===== src/sv/u8sts_pkg.sv =====
// ----------------------------------------------------------------------------
// u8sts_pkg
// Types, constants and lookup functions for the UTF-8 speech text sanitiser.
// ----------------------------------------------------------------------------
package u8sts_pkg;

  localparam int FifoDepth    = 8;
  localparam int FifoPtrWidth = $clog2(FifoDepth);
  localparam int MaxResults   = 3;
  localparam int PuncEntries  = 21;

  localparam logic [7:0] MaskLead2 = 8'hE0;
  localparam logic [7:0] CodeLead2 = 8'hC0;
  localparam logic [7:0] MaskLead3 = 8'hF0;
  localparam logic [7:0] CodeLead3 = 8'hE0;
  localparam logic [7:0] MaskLead4 = 8'hF8;
  localparam logic [7:0] CodeLead4 = 8'hF0;
  localparam logic [7:0] AsciiTop  = 8'h80;

  localparam logic [2:0] LenNone  = 3'd0;
  localparam logic [2:0] LenTwo   = 3'd2;
  localparam logic [2:0] LenThree = 3'd3;
  localparam logic [2:0] LenFour  = 3'd4;

  typedef struct packed {
    logic [7:0] out_byte;
    logic       byte_valid;
    logic       last_of_run;
    logic       text_done;
  } result_t;

  typedef struct packed {
    logic       hit;
    logic [7:0] ascii;
  } punc_hit_t;

  typedef struct packed {
    logic [7:0] b0;
    logic [7:0] b1;
    logic [7:0] b2;
    logic [7:0] ascii;
  } punc_entry_t;

  localparam punc_entry_t PuncTable [PuncEntries] = '{
    '{8'hEF, 8'hBC, 8'h8C, 8'h2C}, '{8'hE3, 8'h80, 8'h81, 8'h2C},
    '{8'hEF, 8'hBC, 8'h9A, 8'h2C}, '{8'hEF, 8'hBC, 8'h9B, 8'h2C},
    '{8'hE3, 8'h80, 8'h82, 8'h2E}, '{8'hEF, 8'hBC, 8'h81, 8'h21},
    '{8'hEF, 8'hBC, 8'h9F, 8'h3F},
    '{8'hE2, 8'h80, 8'h9C, 8'h27}, '{8'hE2, 8'h80, 8'h9D, 8'h27},
    '{8'hE2, 8'h80, 8'h98, 8'h27}, '{8'hE2, 8'h80, 8'h99, 8'h27},
    '{8'hEF, 8'hBC, 8'h88, 8'h27}, '{8'hEF, 8'hBC, 8'h89, 8'h27},
    '{8'hE3, 8'h80, 8'h8A, 8'h27}, '{8'hE3, 8'h80, 8'h8B, 8'h27},
    '{8'hE3, 8'h80, 8'h90, 8'h27}, '{8'hE3, 8'h80, 8'h91, 8'h27},
    '{8'hE3, 8'h80, 8'h8C, 8'h27}, '{8'hE3, 8'h80, 8'h8D, 8'h27},
    '{8'hE2, 8'h80, 8'h94, 8'h2D}, '{8'hEF, 8'hBD, 8'h9E, 8'h2D}
  };

  function automatic logic ascii_kept(input logic [7:0] c);
    logic keep;
    keep = ((c >= 8'h30) && (c <= 8'h39)) ||
           ((c >= 8'h41) && (c <= 8'h5A)) ||
           ((c >= 8'h61) && (c <= 8'h7A)) ||
           (c == 8'h20) || (c == 8'h0A) || (c == 8'h2C) || (c == 8'h2E) ||
           (c == 8'h21) || (c == 8'h3F) || (c == 8'h27) || (c == 8'h2D);
    return keep;
  endfunction

  // first match wins, as entries are unique this is also the only match
  function automatic punc_hit_t punc_lookup(input logic [7:0] b0,
                                            input logic [7:0] b1,
                                            input logic [7:0] b2);
    punc_hit_t res;
    res = '0;
    for (int i = PuncEntries - 1; i >= 0; i--) begin
      if (PuncTable[i].b0 == b0 && PuncTable[i].b1 == b1 && PuncTable[i].b2 == b2) begin
        res.hit   = 1'b1;
        res.ascii = PuncTable[i].ascii;
      end
    end
    return res;
  endfunction

endpackage


===== src/sv/utf8_speech_text_sanitizer.sv =====
// ----------------------------------------------------------------------------
// utf8_speech_text_sanitizer
// Filters a UTF-8 byte stream for speech: keeps plain ASCII text, passes
// 2/3-byte chars whole, drops 4-byte ones, maps full-width punctuation to ASCII.
// ----------------------------------------------------------------------------
// channel | handshake          | payload
// in      | in_valid/in_ready  | in_byte, end_of_text
// out     | out_valid/out_ready| out_byte, byte_valid, last_of_run, text_done
//
// An item is registered on accept and decoded the next cycle into 0..3
// results, which enter an 8-entry result FIFO; out is driven from its head.
// One item per cycle is taken while the FIFO holds room for the results of
// the item in the decode stage plus three more; one result leaves per cycle
// while out_ready is high. Synchronous reset empties the FIFO and closes any
// open character.
// ----------------------------------------------------------------------------
module utf8_speech_text_sanitizer
  import u8sts_pkg::*;
(
  input  logic       clk,
  input  logic       rst,
  input  logic       in_valid,
  output logic       in_ready,
  input  logic [7:0] in_byte,
  input  logic       end_of_text,
  output logic       out_valid,
  input  logic       out_ready,
  output logic [7:0] out_byte,
  output logic       byte_valid,
  output logic       last_of_run,
  output logic       text_done
);

  // input register
  logic       stage_valid;
  logic [7:0] stage_byte;
  logic       stage_eot;

  // character state
  logic [2:0] char_length, char_length_next;
  logic [1:0] bytes_taken, bytes_taken_next;
  logic [7:0] held0, held0_next;
  logic [7:0] held1, held1_next;

  // result FIFO
  result_t                 fifo [FifoDepth];
  logic [FifoPtrWidth-1:0] wr_ptr;
  logic [FifoPtrWidth-1:0] rd_ptr;
  logic [FifoPtrWidth:0]   count;

  result_t    ent [MaxResults];
  logic [1:0] n_res;
  logic [1:0] stage_n;
  punc_hit_t  punc;
  logic       in_fire;
  logic       out_fire;

  always_comb begin
    punc             = punc_lookup(held0, held1, stage_byte);
    char_length_next = char_length;
    bytes_taken_next = bytes_taken;
    held0_next       = held0;
    held1_next       = held1;
    n_res            = 2'd0;
    for (int k = 0; k < MaxResults; k++) begin
      ent[k] = '0;
    end

    if (char_length == LenNone) begin
      if (stage_byte < AsciiTop) begin
        if (ascii_kept(stage_byte)) begin
          ent[0] = '{stage_byte, 1'b1, 1'b0, 1'b0};
          n_res  = 2'd1;
        end
      end else if ((stage_byte & MaskLead2) == CodeLead2) begin
        char_length_next = LenTwo;
        bytes_taken_next = 2'd1;
        held0_next       = stage_byte;
      end else if ((stage_byte & MaskLead3) == CodeLead3) begin
        char_length_next = LenThree;
        bytes_taken_next = 2'd1;
        held0_next       = stage_byte;
      end else if ((stage_byte & MaskLead4) == CodeLead4) begin
        char_length_next = LenFour;
        bytes_taken_next = 2'd1;
        held0_next       = stage_byte;
      end
    end else if (({1'b0, bytes_taken} + 3'd1) == char_length) begin
      case (char_length)
        LenTwo: begin
          ent[0] = '{held0, 1'b1, 1'b0, 1'b0};
          ent[1] = '{stage_byte, 1'b1, 1'b0, 1'b0};
          n_res  = 2'd2;
        end
        LenThree: begin
          if (punc.hit) begin
            ent[0] = '{punc.ascii, 1'b1, 1'b0, 1'b0};
            n_res  = 2'd1;
          end else begin
            ent[0] = '{held0, 1'b1, 1'b0, 1'b0};
            ent[1] = '{held1, 1'b1, 1'b0, 1'b0};
            ent[2] = '{stage_byte, 1'b1, 1'b0, 1'b0};
            n_res  = 2'd3;
          end
        end
        default: begin
        end
      endcase
      char_length_next = LenNone;
      bytes_taken_next = 2'd0;
    end else begin
      if (bytes_taken == 2'd1) begin
        held1_next = stage_byte;
      end
      bytes_taken_next = bytes_taken + 2'd1;
    end

    if (stage_eot) begin
      char_length_next = LenNone;
      bytes_taken_next = 2'd0;
      if (n_res == 2'd0) begin
        ent[0] = '{8'h00, 1'b0, 1'b0, 1'b1};
        n_res  = 2'd1;
      end else begin
        ent[n_res - 2'd1].text_done = 1'b1;
      end
    end
    if (n_res != 2'd0) begin
      ent[n_res - 2'd1].last_of_run = 1'b1;
    end
  end

  assign stage_n   = stage_valid ? n_res : 2'd0;
  assign in_ready  = ({1'b0, count} + {3'b000, stage_n})
                     <= (FifoPtrWidth + 2)'(FifoDepth - MaxResults);
  assign in_fire   = in_valid && in_ready;
  assign out_valid = (count != '0);
  assign out_fire  = out_valid && out_ready;

  assign out_byte    = fifo[rd_ptr].out_byte;
  assign byte_valid  = fifo[rd_ptr].byte_valid;
  assign last_of_run = fifo[rd_ptr].last_of_run;
  assign text_done   = fifo[rd_ptr].text_done;

  always_ff @(posedge clk) begin
    if (rst) begin
      stage_valid <= 1'b0;
      char_length <= LenNone;
      bytes_taken <= 2'd0;
      wr_ptr      <= '0;
      rd_ptr      <= '0;
      count       <= '0;
    end else begin
      stage_valid <= in_fire;
      if (stage_valid) begin
        char_length <= char_length_next;
        bytes_taken <= bytes_taken_next;
      end
      wr_ptr <= wr_ptr + FifoPtrWidth'(stage_n);
      if (out_fire) begin
        rd_ptr <= rd_ptr + 1'b1;
      end
      count <= count + (FifoPtrWidth + 1)'(stage_n) - (FifoPtrWidth + 1)'(out_fire);
    end
  end

  always_ff @(posedge clk) begin
    if (in_fire) begin
      stage_byte <= in_byte;
      stage_eot  <= end_of_text;
    end
    if (stage_valid) begin
      held0 <= held0_next;
      held1 <= held1_next;
    end
    for (int k = 0; k < MaxResults; k++) begin
      if (2'(k) < stage_n) begin
        fifo[wr_ptr + FifoPtrWidth'(k)] <= ent[k];
      end
    end
  end

  a_fifo_bound: assert property (@(posedge clk) disable iff (rst)
    count <= (FifoPtrWidth + 1)'(FifoDepth))
    else $error("result FIFO overfilled");

  a_marker_shape: assert property (@(posedge clk) disable iff (rst)
    (out_valid && !byte_valid) |-> (last_of_run && text_done))
    else $error("end marker without last and done flags");

  a_done_is_last: assert property (@(posedge clk) disable iff (rst)
    (out_valid && text_done) |-> last_of_run)
    else $error("text done on a result that is not last of its run");

  a_eot_closes: assert property (@(posedge clk) disable iff (rst)
    (stage_valid && stage_eot) |=> (char_length == LenNone && bytes_taken == 2'd0))
    else $error("character left open after end of text");

endmodule

===== config.mk =====
export PLATFORM = sky130hd
export DESIGN_NAME = utf8_speech_text_sanitizer
export DESIGN_NICKNAME = d
export VERILOG_FILES = /design/src/sv/u8sts_pkg.sv /design/src/sv/utf8_speech_text_sanitizer.sv
export SDC_FILE = /design/constraint.sdc
export NUM_CORES = 1
export LEC_CHECK = 0
export ABC_AREA = 1
export ABC_CLOCK_PERIOD_IN_PS = 3700
export BUFFER_PORTS_ARGS = -buffer_cell sky130_fd_sc_hd__buf_2
export CELL_PAD_IN_SITES_DETAIL_PLACEMENT = 0
export CELL_PAD_IN_SITES_GLOBAL_PLACEMENT = 1
export CORE_ASPECT_RATIO = 0.5
export CORE_MARGIN = 1.5
export CORE_UTILIZATION = 45
export CTS_CLUSTER_SIZE = 40
export DETAILED_ROUTE_END_ITERATION = 6
export GPL_ROUTABILITY_DRIVEN = 0
export HOLD_SLACK_MARGIN = 0.02
export PLACE_DENSITY = 0.87
export SLEW_MARGIN = 5
export SYNTH_ARGS = -nofsm -noshare
export SYNTH_HDL_FRONTEND = slang
export SYNTH_SLANG_ARGS = --single-unit

===== constraint.sdc =====
create_clock -name clk -period 3.7 [get_ports clk]
set_input_delay 0.37 -clock clk [delete_from_list [all_inputs] [get_ports clk]]
set_output_delay 0.37 -clock clk [all_outputs]
set_load 0.05 [all_outputs]

==> results of run 1 <==
## cells in the mapped netlist, types with 11 or more instances
library cell	number	area, sq um
nand2_1	327	1230
inv_1	68	255
inv_2	14	52.6
o22ai_1	13	81.3
nand3_1	81	405
o211ai_1	16	120
a21oi_1	11	55.1
o21ai_0	99	495
nor3_1	20	100
edfxtp_1	113	3390
ha_1	14	175
buf_2	11	55.1
clkbuf_1	19	71.3
nand2_2	13	81.3
nor2_1	162	608
dfxtp_1	19	380
a31oi_1	16	100
o21ai_1	18	90.1
## cell type report
cell class | instances | area (sq um)
clock buffers | 20 | 437
clock inverters | 12 | 108
fillers | 1570 | 7700
inverters | 87 | 344
multi-input cells | 834 | 4180
flip-flops and latches | 132 | 3770
well taps | 234 | 293
repair buffers | 115 | 826
## stage by stage
stage	setup WS (ns)	hold WS (ns)	util (%)	total power, mW	setup TNS, ns
after floorplan	0.337	0.433	-	3.01	0
after global placement	0.124	0.449	49.8	3.46	0
after detailed placement	0.0623	0.453	49.8	3.48	0
after CTS	0.0116	0.113	54.3	5.13	0
after global routing	-0.116	0.116	56.4	5.51	-0.116
final	0.0240	0.119	56.4	5.26	0
## layout by cell type (no fill, tap or decap), types with 17 or more instances in the layout
cell type and count:
nand2_2 21, o21ai_0 99, clkbuf_16 17, buf_4 86, inv_1 64, nor2_1 150
dfxtp_1 19, nand3_1 76, edfxtp_1 113, nand2_1 314, nor3_1 17, buf_2 24
## power groups by stage
| stage | clock (mW) | sequential, mW | combinational (mW) |
|---|---|---|---|
| 6_report | 1.59 | 1.85 | 1.82 |
| 5_1_grt | 1.66 | 1.86 | 1.98 |
| 2_1_floorplan | 0 | 1.85 | 1.16 |
| 3_5_place_dp | 0 | 1.87 | 1.60 |
| 4_1_cts | 1.59 | 1.84 | 1.70 |
| 3_3_place_gp | 0 | 1.87 | 1.59 |
## kinds of logic (layout without fill, tap and decap cells)
family                     after synthesis  after routing  synth area share [%]
AOI/OAI and AO/OA                      178            178                  12.0
xor gates and xnor gates                 5              5                 0.532
adders and majority gates               16             16                  2.62
buffers and inverters                  127            234                  6.49
DFF                                    132            132                  45.9
and+or+nand+nor                        635            635                  32.5
## timing repair
| item | in CTS | in global routing |
|---|---|---|
| hold endpoints to repair | 0 | 0 |
| endpoints found under the setup margin | 1 | 10 |
| buffers inserted | 20 | 24 |
| gates resized for setup | 29 | 47 |
| pin swaps | 6 | 26 |
## per-layer routing
| layer | vias up | wire (microns) | track usage, % |
|---|---|---|---|
| met5 | - | 0 | 0 |
| met4 | 0 | 1070 | 12.3 |
| met3 | 85 | 3130 | 6.54 |
| met2 | 523 | 11900 | 44.2 |
| met1 | 3820 | 11800 | 40.2 |
| li1 | 3856 | - | - |
## state kept, by name, summed over array words and instances (netlist names), named ones only
register / cells
count: 4
char_length: 3
fifo: 88
rd_ptr: 3
wr_ptr: 3
stage_byte: 8
held1: 8
stage_valid: 1
held0: 8
bytes_taken: 2
stage_eot: 1
## worst max path at each step
stage                       start       end  depth (start not counted)
floorplan           stage_byte[4]  in_ready                         20
global placement    stage_byte[6]  in_ready                         20
detailed placement  stage_byte[6]  in_ready                         20
CTS                 stage_byte[2]  in_ready                         21
global route        stage_byte[3]  in_ready                         21
finish                   held0[4]  in_ready                         20
==> metrics.yaml, run 1 <==
run_status:
  status: "finished, final reports clean"
yosys:
  synth_area_sq_um: 8230
  syn_avg_cell_area_sq_um: 7.53
  syn_inst: 1093
  syn_nets: 1122
  synthFlopType: "edfxtp_1"
  ys_ff_latch: 132
  synth.distinct_cells: 41
  ys_warn_count: 0
  ys_seq_area_share_pct: 45.9
  synth_edf_count: 113
  ys_async_sr_fraction_pct: 0
floorplan:
  die_h_microns: 98.6
  fp.dieW_microns: 194
  die-area_sq_um: 19200
  initial_utilization_pct: 46.6
  core-area_sq_um: 17700
  rows: 34
  num_io_pins: 26
grt:
  overflow: 0
  grt_pass1_wl_mm: 42.3
  grtUsageTotal_pct: 29.1
  antenna_found_initial: 0
  grt_max_degree: 45
  grt_pass1_vias: 7620
detailed_routing:
  wl_per_cell_microns: 19.5
  drt_iter0_markers: 1123
  drc_errors: 0
  viasPerCell: 5.78
  wl_mm: 27.9
  first_pass_iters: 7
  vias: 8284
  ant_nets: 0
clock_tree:
  clock_latency_ns: 0.43
  hold_buffers: 0
  cts_root_buf: "clkbuf_16"
  cts_sinks: 132
  clk_pin_slew_ns: 0.06
  h-tree-depth: 4
  cts_made_buffers: 17
  cts_tree: "yes"
  clk_path_buf_depth: 2
worst_setup_path:
  worst_path_largest_cell_delay_ns: 0.43
  worst_path_most_repeated_cell: "nand2_4"
  critPathMaxFanout: 5
  rr_startpoint: "held0[4]"
  cp-end-kind: "output pin"
  ff2ff_path_depth: 20
  slowest_stage: "edfxtp_1"
  crit_family: "simple AND/OR/NAND/NOR gates"
  crit_required_ns: 3.33
  worst_r2r_endpoint: "stage_byte[3]"
  start_kind: "flip-flop"
  critical_path_arrival_ns: 3.31
  r2r_slack_ns: 0.41
  crit_chain: "nor2_2, nand2_2, nor2_4, nand2_2, nor3_4, nor2_4, nand4_4, nand2_4, nand2_8, nand2_4, nand2_4, nand2_4, inv_4, ha_4, ha_4, a21oi_2, nand2_1, nand2_2, and2_4, buf_8"
  critPathBufInv: 2
  critical_path_class: "flip-flop to output pin"
timing:
  min_period_ns: 3.68
  slew_violations: 0
  setup_violations: 0
  clock_skew_ns: 0.0111
  fin_crit_sh_pct: 99.4
  worstMarginPinSlew_ns: 0.899
  worst_slew_margin_rel_pct: 39.8
  hold_viol_final: 0
  fmax_mhz: 272
hold_path:
  hold_end: "stage_eot"
  min_path_type: "primary input to flip-flop"
  worstHoldStart: "end_of_text"
  min_path_cells: 1
cells_and_area:
  design_area_sq_um: 9960
  final_net_count: 1216
  area_growth_pct: 21.0
  fin_cells: 1434
  drive_gt1_share_pct: 19.5
  antenna_cells: 0
pwr:
  netSwitchingPower_mw: 2.00
  sequentialPowerShare_pct: 35.2
  swShare_pct: 38.0
  leakagePower_nw: 4.24
  internal_power_mw: 3.27
  pwr_density_cell_nw_per_um2: 529
  clockPowerShare_pct: 30.2
  vdd_drop_max_mv: 0.329
  combPwrFrac_pct: 34.6
placement:
  detailed_place_hpwl_mm: 19.0
  dp_cells: 1358
  port_buffers: 25
  placed_area_sq_um: 8790
job:
  drv_cap: 0
No activity file was read; power rests on OpenSTA's default activity.
==> run 2, diff against run 1 <==
==> constraint.sdc (replaced) <==
create_clock -name clk -period 3.7 [get_ports clk]
set_input_delay 0.925 -clock clk [delete_from_list [all_inputs] [get_ports clk]]
set_output_delay 0.925 -clock clk [all_outputs]
set_load 0.05 [all_outputs]
==> run 2 against run 1 <==
The flow now finishes with violations (design-rule violations, negative setup slack); sequential share of layout area shrank 2.0 points; fmax shrank 12%; flip-flop and latch count is the same; worst hold slack gained 0.35 ns; first-iteration DRC count shrank 7.6%; critical path depth grew 1; total power grew 2.9%; core utilization grew 3.2 points; combinational power grew 9%; clock power is essentially flat; clock skew shrank 0.0027 ns; critical path type unchanged; critical endpoint unchanged; largest cell class unchanged.
==> metrics.yaml, run 2 (synthesized netlist as in run 1, its figures left out) <==
run_status:
  status: "complete, but fails checks"
  violations: "design-rule violations, negative setup slack"
worst_setup_path:
  start_kind: "flip-flop"
  slowest_stage: "edfxtp_1"
  worst_path_largest_cell_delay_ns: 0.46
  crit_required_ns: 2.77
  critical_path_class: "flip-flop to output pin"
  critPathMaxFanout: 4
  cp-end-kind: "output pin"
  worst_path_most_repeated_cell: "nand2_4"
  critPathBufInv: 3
  critical_path_arrival_ns: 3.23
  crit_chain: "nor2_2, nand2_2, buf_4, o21ai_2, nand3_2, nand2_2, nor2_4, nand4_4, nand2_4, nand2_4, nand2_4, nand2_4, nand2_4, inv_4, ha_4, ha_4, a21oi_2, nand2_1, nand2_2, and2_4, buf_8"
  crit_family: "simple AND/OR/NAND/NOR gates"
detailed_routing:
  drc_errors: 1
  wl_per_cell_microns: 19.3
  viasPerCell: 5.68
  ant_nets: 0
  drt_iter0_markers: 1038
  vias: 8555
  first_pass_iters: 7
  wl_mm: 29.1
timing:
  slew_violations: 0
  hold_viol_final: 0
  min_period_ns: 4.16
  fin_crit_sh_pct: 112
  rsz0062_at_grt: "true"
  worstMarginPinSlew_ns: 0.932
  worst_slew_margin_rel_pct: 37.7
  timing.final.ws_setup_ns: -0.458
  setup-tns-final_ns: -0.458
  whs_ns: 0.472
  fmax_mhz: 241
  clock_skew_ns: 0.00841
  setup_violations: 1
clock_tree:
  cts_made_buffers: 17
  cts_sinks: 132
  hold_buffers: 0
  clk_pin_slew_ns: 0.06
  cts_root_buf: "clkbuf_16"
  clock_latency_ns: 0.43
  h-tree-depth: 4
  cts_tree: "yes"
  clk_path_buf_depth: 2
grt:
  grtUsageTotal_pct: 30.8
  antenna_found_initial: 0
  grt_pass1_vias: 8052
  overflow: 0
  grt_pass1_wl_mm: 44.7
  grt_max_degree: 45
floorplan:
  die_h_microns: 98.6
  initial_utilization_pct: 46.6
  num_io_pins: 26
  rows: 34
  die-area_sq_um: 19200
  fp.dieW_microns: 194
  core-area_sq_um: 17700
cells_and_area:
  final_common_cell: "nand2_1"
  final_net_count: 1289
  top_register: "fifo"
  largest_reg_flops: 88
  area_growth_pct: 27.8
  drive_gt1_share_pct: 24.7
  utilization_pct: 59.6
  final_cell_mix: "nand2_1 (309), buf_4 (160), nor2_1 (150), edfxtp_1 (113), o21ai_0 (89)"
  antenna_cells: 0
hold_path:
  min_path_type: "flip-flop to flip-flop"
pwr:
  pwr_density_cell_nw_per_um2: 515
  vdd_drop_max_mv: 0.346
  leakagePower_nw: 4.59
job:
  drv_cap: 0
placement:
  port_buffers: 25
  detailed_place_hpwl_mm: 19.7
run 2: cell count changes in the layout (fill, tap and decap cells not counted), moves of 2 or more:
cell        previous run  this run
buf_4                 86       160
clkbuf_1               3         1
nand2_8                2         0
nor2_4                 8        12
nand3_1               76        74
nor2_2                13         9
clkinvlp_4             2         4
nand3_2                6         8
nand2_2               21        27
o21ai_0               99        89
nand2_1              314       309
inv_2                 15        17
o21ai_1               16        26
run 2: path summary, 6_finish.rpt:
check,from,endpoint,slack (ns),cells past startpoint
worst max register to register,stage_byte[7],fifo[2][10],0.19,25
worst min register to register,rd_ptr[2],flip-flop,0.47,2
worst max-delay path,stage_byte[5],in_ready,-0.46,21
worst min-delay path,rd_ptr[2],flip-flop,0.47,2
run 2: cell type report:
| type | instances | area, sq um |
|---|---|---|
| fill | 1577 | 7140 |
| multi-input combinational | 834 | 4210 |
| sequential | 132 | 3770 |
| timing repair buffer | 188 | 1370 |
| clock buffer | 18 | 429 |
| inverter | 87 | 332 |
| tap | 234 | 293 |
| clock inverter | 13 | 113 |
run 2: stage by stage:
step                setup slack [ns]  cells  power, mW  cell area (sq um)
finish                        -0.458   1506       5.41              10500
global placement              -0.126   1421       3.57               9280
floorplan                     0.0299   1093       3.03               8250
detailed placement            -0.240   1421       3.61               9280
global route                  -0.659   1506       5.69              10500
CTS                           -0.304   1496       5.32              10300
run 2: power breakdown:
group	switching, mW	leakage [nW]	internal (mW)
combinational	1.28	3.15	0.693
clock	0.675	0.253	0.915
sequential	0.0810	1.18	1.76
total	2.04	4.59	3.37
run 2: worst reg2reg max path, cell delays in order (launching register included):
cell      delay, ns
edfxtp_1       0.39
inv_2          0.06
buf_4          0.13
buf_4          0.12
buf_4          0.12
buf_4          0.12
buf_4          0.12
buf_4          0.12
buf_4          0.12
buf_4          0.12
buf_4          0.12
buf_4          0.13
buf_4          0.13
buf_4          0.12
buf_4          0.13
buf_4          0.13
buf_4          0.12
buf_4          0.12
buf_4          0.12
buf_4          0.15
nor2_2         0.08
o21ai_1        0.10
buf_4          0.20
o21ai_2        0.11
nand2_1        0.08
nand2_2        0.10
run 2: timing repair:
action / in CTS / in global routing
setup buffers: 44 / 14
pin swaps: 25 / 22
resized for setup: 64 / 22
setup endpoints to repair: 1 / 9
run 2: layer usage:
layer | routed length (microns) | global-route usage, % | vias to the layer above
met5 | 0 | 0 | -
met4 | 695 | 11.1 | 0
met3 | 3300 | 7.39 | 66
met2 | 13100 | 50.1 | 506
met1 | 12000 | 40.4 | 3978
li1 | - | - | 4005
